==> config.mk <==
export PLATFORM = sky130hd
export DESIGN_NAME = eolf_encoder
export DESIGN_NICKNAME = d
export VERILOG_FILES = /design/src/hw/rtl/eolf_pkg.sv /design/src/hw/rtl/eolf_encoder.sv
export SDC_FILE = /design/constraint.sdc
export NUM_CORES = 1
export LEC_CHECK = 0
export BUFFER_PORTS_ARGS = -buffer_cell sky130_fd_sc_hd__buf_2
export CAP_MARGIN = 5
export CELL_PAD_IN_SITES_DETAIL_PLACEMENT = 2
export CELL_PAD_IN_SITES_GLOBAL_PLACEMENT = 2
export CORE_MARGIN = 5
export CORE_UTILIZATION = 26
export DETAILED_ROUTE_END_ITERATION = 12
export GPL_TIMING_DRIVEN = 0
export PLACE_DENSITY = 0.95
export REMOVE_ABC_BUFFERS = 1
export SLEW_MARGIN = 20
export SYNTH_ARGS = -nofsm -noshare
export SYNTH_HDL_FRONTEND = slang
export SYNTH_SLANG_ARGS = --single-unit
==> constraint.sdc <==
create_clock -name vclk -period 8.85
set_input_delay 2.655 -clock vclk [all_inputs]
set_output_delay 2.655 -clock vclk [all_outputs]
set_load 0.01 [all_outputs]
==> src/hw/rtl/eolf_pkg.sv <==
// Shared types and constants for the overwriting log FIFO.
// No dependencies; used by the FIFO and the encoder by scoped names.
`default_nettype none

package eolf_pkg;

    localparam int BUF_DEPTH = 4096;
    localparam int ADDR_W    = $clog2(BUF_DEPTH);
    localparam int HELD_W    = $clog2(BUF_DEPTH + 1);
    localparam int LEVEL_W   = 13;

    // Operation codes.
    localparam logic [2:0] OP_PUT_RAW  = 3'd0;
    localparam logic [2:0] OP_PUT_BIN  = 3'd1;
    localparam logic [2:0] OP_PUT_CP   = 3'd2;
    localparam logic [2:0] OP_ADD_SKIP = 3'd3;
    localparam logic [2:0] OP_DRAIN    = 3'd4;

    // Configuration register indexes.
    localparam logic [1:0] CFG_TEXT_LOG  = 2'd0;
    localparam logic [1:0] CFG_ENCODING  = 2'd1;
    localparam logic [1:0] CFG_TS_ENABLE = 2'd2;

    // Code point encodings.
    localparam logic [1:0] ENC_UTF8    = 2'd0;
    localparam logic [1:0] ENC_UTF16LE = 2'd1;
    localparam logic [1:0] ENC_UTF16BE = 2'd2;

    localparam logic [20:0] CP_NEWLINE = 21'h00000a;
    localparam logic [15:0] SKIP_MAX   = 16'hffff;

    typedef struct packed {
        logic [2:0]  operation;
        logic [7:0]  data_byte;
        logic [20:0] code_point;
        logic [15:0] skip_amount;
        logic        paused;
        logic        suppressed;
    } t_in_item;

    typedef struct packed {
        logic [7:0]         out_byte;
        logic               out_valid;
        logic               timestamp_due;
        logic [LEVEL_W-1:0] level;
    } t_out_item;

    // Encoded bytes of one code point; bytes[0] is stored first.
    typedef struct packed {
        logic [3:0][7:0] bytes;
        logic [2:0]      count;
    } t_enc_bytes;

    typedef enum logic [1:0] {
        ST_IDLE,
        ST_WRITE,
        ST_RESULT
    } t_state;

endpackage

`default_nettype wire

==> src/hw/rtl/eolf_encoder.sv <==
// Code point encoder: UTF-8, UTF-16LE or UTF-16BE into up to four bytes.
// Depends on eolf_pkg.
`default_nettype none

module eolf_encoder (
    input  wire logic [20:0]               i_code_point,
    input  wire logic [1:0]                i_encoding,
    output eolf_pkg::t_enc_bytes           o_enc
);

    logic [19:0] v;
    logic [15:0] unit_hi;
    logic [15:0] unit_lo;
    logic        in_bmp;
    logic        in_range;

    always_comb begin
        v        = 20'(i_code_point - 21'h010000);
        in_bmp   = (i_code_point < 21'h010000);
        in_range = (i_code_point < 21'h110000);
        // For supplementary planes the pair is high then low surrogate.
        unit_hi  = in_bmp ? i_code_point[15:0] : {6'b110110, v[19:10]};
        unit_lo  = {6'b110111, v[9:0]};

        o_enc.bytes = '0;
        o_enc.count = 3'd0;
        unique case (i_encoding)
            eolf_pkg::ENC_UTF8: begin
                if (i_code_point < 21'h000080) begin
                    o_enc.bytes[0] = {1'b0, i_code_point[6:0]};
                    o_enc.count    = 3'd1;
                end else if (i_code_point < 21'h000800) begin
                    o_enc.bytes[0] = {3'b110, i_code_point[10:6]};
                    o_enc.bytes[1] = {2'b10, i_code_point[5:0]};
                    o_enc.count    = 3'd2;
                end else if (in_bmp) begin
                    o_enc.bytes[0] = {4'b1110, i_code_point[15:12]};
                    o_enc.bytes[1] = {2'b10, i_code_point[11:6]};
                    o_enc.bytes[2] = {2'b10, i_code_point[5:0]};
                    o_enc.count    = 3'd3;
                end else if (in_range) begin
                    o_enc.bytes[0] = {5'b11110, i_code_point[20:18]};
                    o_enc.bytes[1] = {2'b10, i_code_point[17:12]};
                    o_enc.bytes[2] = {2'b10, i_code_point[11:6]};
                    o_enc.bytes[3] = {2'b10, i_code_point[5:0]};
                    o_enc.count    = 3'd4;
                end
            end
            eolf_pkg::ENC_UTF16LE: begin
                o_enc.bytes[0] = unit_hi[7:0];
                o_enc.bytes[1] = unit_hi[15:8];
                o_enc.bytes[2] = unit_lo[7:0];
                o_enc.bytes[3] = unit_lo[15:8];
                o_enc.count    = in_bmp ? 3'd2 : (in_range ? 3'd4 : 3'd0);
            end
            eolf_pkg::ENC_UTF16BE: begin
                o_enc.bytes[0] = unit_hi[15:8];
                o_enc.bytes[1] = unit_hi[7:0];
                o_enc.bytes[2] = unit_lo[15:8];
                o_enc.bytes[3] = unit_lo[7:0];
                o_enc.count    = in_bmp ? 3'd2 : (in_range ? 3'd4 : 3'd0);
            end
            default: begin
                o_enc.count = 3'd0;
            end
        endcase
    end

endmodule

`default_nettype wire
==> flow_metrics.tcl <==
set metrics [dict create \
    yosys_synthesis_warning_count 0 \
    placement_rows 24 \
    wire_length_of_the_first_global_routing_pass_um 9570 \
    grtUsageMet2_pct 31.5 \
    antenna_found_initial 0 \
    finalHoldViolCount 0 \
    postSynthCellCount 189 \
    critical_path_arrival_ns 5.64 \
    worst_pin_slew_ns 1.09 \
    final_core_utilization_pct 33.3 \
    finish.net_count 259 \
    top_level_ports 58 \
    final_design_area_no_fill_um2 1460 \
    fmaxAchievable_ghz 0.121 \
    worstPathRequired_ns 6.20 \
    die_y_um 77.5 \
    die_width_um 77.5 \
    share_of_final_layout_standard_cells_stronger_than_drive_strength_1_pct 31.4 \
    run_status "complete, no violations" \
    number_of_maximum_capacitance_constraint_violations 0 \
    insertedDiodeCount 0 \
    total_global_routing_track_utilization_pct 18.3 \
    timing.critical_path.max_delay_family "simple AND/OR/NAND/NOR gates" \
    finalSetupViolCount 0 \
    stdcell_count 281 \
    die_area_um2 6010 \
    gr-total-overflow 0 \
    sum_neg_setup_slack_ns 0 \
    detailedPlacementHpwl_um 4420 \
    p_per_area_nw_per_um2 51.4 \
    portion_of_the_post_synthesis_area_used_by_sequential_elements_pct 0 \
    min-delay-path-class "input pin to output pin" \
    clockBufferCount 0 \
    ir_drop_mv 0.0154 \
    drt-initial-drc-count 177 \
    ant_nets 0 \
    gp_routability_congestion 0.876 \
    met1_usage_pct 26.0 \
    fillers 561 \
    worstSetupEndpointType "output pin" \
    global_route.peak_usage_layer "met2" \
    final.min_clock_period_ns 8.30 \
    totalWireLength_um 5770 \
    max_stage_delay_ns 0.93 \
    area_growth_pct 23.2 \
    nFlopsAndLatches 0 \
    cp_num_buf_inv 2 \
    synth.area.top_cells "sky130_fd_sc_hd__mux2_2, sky130_fd_sc_hd__o21ai_0, sky130_fd_sc_hd__a21oi_1" \
    worstSetupStartpointType "input pin" \
    yosys.cell_count.top_type "sky130_fd_sc_hd__nor2_1" \
    unrepaired_setup_endpoints_after_global_routing "false" \
    multi_input_area_um2 1080 \
    number_of_global_route_vias_before_repair 1816 \
    post_dp_cell_area_um2 1460 \
    critical_path_cell_count 7 \
    post-place-cells 281 \
    leakage_uw 0.000624 \
    synth_commonest_cells "sky130_fd_sc_hd__nor2_1, sky130_fd_sc_hd__o21ai_0, sky130_fd_sc_hd__a21oi_1, sky130_fd_sc_hd__clkbuf_1, sky130_fd_sc_hd__nand2_1" \
    grt_start_max_net_pins 30 \
    cts_resized 0 \
    synth_top_cell_by_area "sky130_fd_sc_hd__mux2_2" \
    worst_path_max_delay_cell "sky130_fd_sc_hd__nor4_1" \
    worst_path_most_repeated_cell "sky130_fd_sc_hd__buf_2" \
    synth.top_cell.area_share_pct 7.60 \
    crit_path_max_fanout 17 \
    use_met3_pct 2.08 \
    path_class "input pin to output pin" \
    timing.critical_path.cells "buf_2 > nor4_1 > nand2_1 > o21ai_0 > a311o_1 > a21oi_1 > buf_2" \
    initial_utilization_pct 27.0 \
    sequential_standard_cell_area_um2 0 \
    cts_post_setup_buffers_inserted 0 \
    drt-wirelength-per-cell_um 20.5 \
    firstDrtPassIters 4 \
    route.detailed.vias_per_inst 6.39 \
    final-max-slew-violation-count 0 \
    coreArea_um2 4380 \
    synth_area_per_cell_um2 6.27 \
    cts_hold_buffers 0 \
    synth_area_um2 1180 \
    relSlewSlack_pct 26.7 \
    port-buffer-count 58 \
    timing.final.crit_share_pct 93.8 \
    worst_hold_path.num_cells 3 \
    post_synth_num_cell_types 47 \
    drt_drc_violations_left 0 \
    via_count 1795 \
]
path summary, 6_finish.rpt:
check / to / startpoint / slack, ns
worst max-delay path: o_enc[13] / i_code_point[19] / 0.55
worst min-delay path: o_enc[25] / i_encoding[0] / 5.63
placed cells by master (no fill, tap or decap), types with 4 or more instances in the layout:
| master | instances |
|---|---|
| sky130_fd_sc_hd__a221oi_1 | 4 |
| sky130_fd_sc_hd__o22ai_1 | 6 |
| sky130_fd_sc_hd__nor2_1 | 18 |
| sky130_fd_sc_hd__a22oi_1 | 7 |
| sky130_fd_sc_hd__ha_1 | 4 |
| sky130_fd_sc_hd__nand2_1 | 13 |
| sky130_fd_sc_hd__nor3_1 | 8 |
| sky130_fd_sc_hd__a21oi_1 | 16 |
| sky130_fd_sc_hd__a32oi_1 | 4 |
| sky130_fd_sc_hd__mux2_2 | 8 |
| sky130_fd_sc_hd__inv_1 | 6 |
| sky130_fd_sc_hd__nand3_1 | 7 |
| sky130_fd_sc_hd__a31oi_1 | 5 |
| sky130_fd_sc_hd__or3_1 | 6 |
| sky130_fd_sc_hd__buf_2 | 58 |
| sky130_fd_sc_hd__o21ai_0 | 17 |
metal layers:
metal	vias up	part of all wire, %
li1	820	-
met1	910	43
met2	65	50
met3	0	6.8
met4	0	0
met5	-	0
power by group:
part	total [uW]	leakage [uW]	switching [uW]	internal, uW
clock network	0	0	0	0
logic	75.0	0.000624	46.4	28.7
registers	0	0	0	0
total	75.0	0.000624	46.4	28.7
cell type report:
class,instances,share of cell area (%)
well taps,52,4.46
multi-input cells,165,74.1
repair buffers,58,19.9
inverters,6,1.54
tightest hold or removal path: stages:
cell and delay [ns]:
sky130_fd_sc_hd__buf_2 0.11, sky130_fd_sc_hd__o21ai_0 0.07, sky130_fd_sc_hd__buf_2 0.14
stage by stage:
step / power, uW / setup WS [ns] / hold slack [ns]
after global placement: 72.3 / 0.832 / 5.63
final: 75.0 / 0.551 / 5.63
after floorplan: 39.8 / 1.63 / 5.42
after global routing: 82.9 / 0.352 / 5.67
after CTS: 75.2 / 0.602 / 5.64
after detailed placement: 74.9 / 0.620 / 5.63
logic make-up (layout without fill, tap and decap cells):
| kind of cell | Yosys count | count (layout) | synth area share (%) |
|---|---|---|---|
| AOI/OAI and AO/OA | 85 | 85 | 48.9 |
| adders and majority gates | 5 | 5 | 5.28 |
| and+or+nand+nor | 63 | 63 | 26.1 |
| buffers and inverters | 24 | 64 | 8.87 |
| xor gates and xnor gates | 1 | 1 | 0.739 |
| muxes | 11 | 11 | 10.1 |
Power figures use the tool's default switching activity.
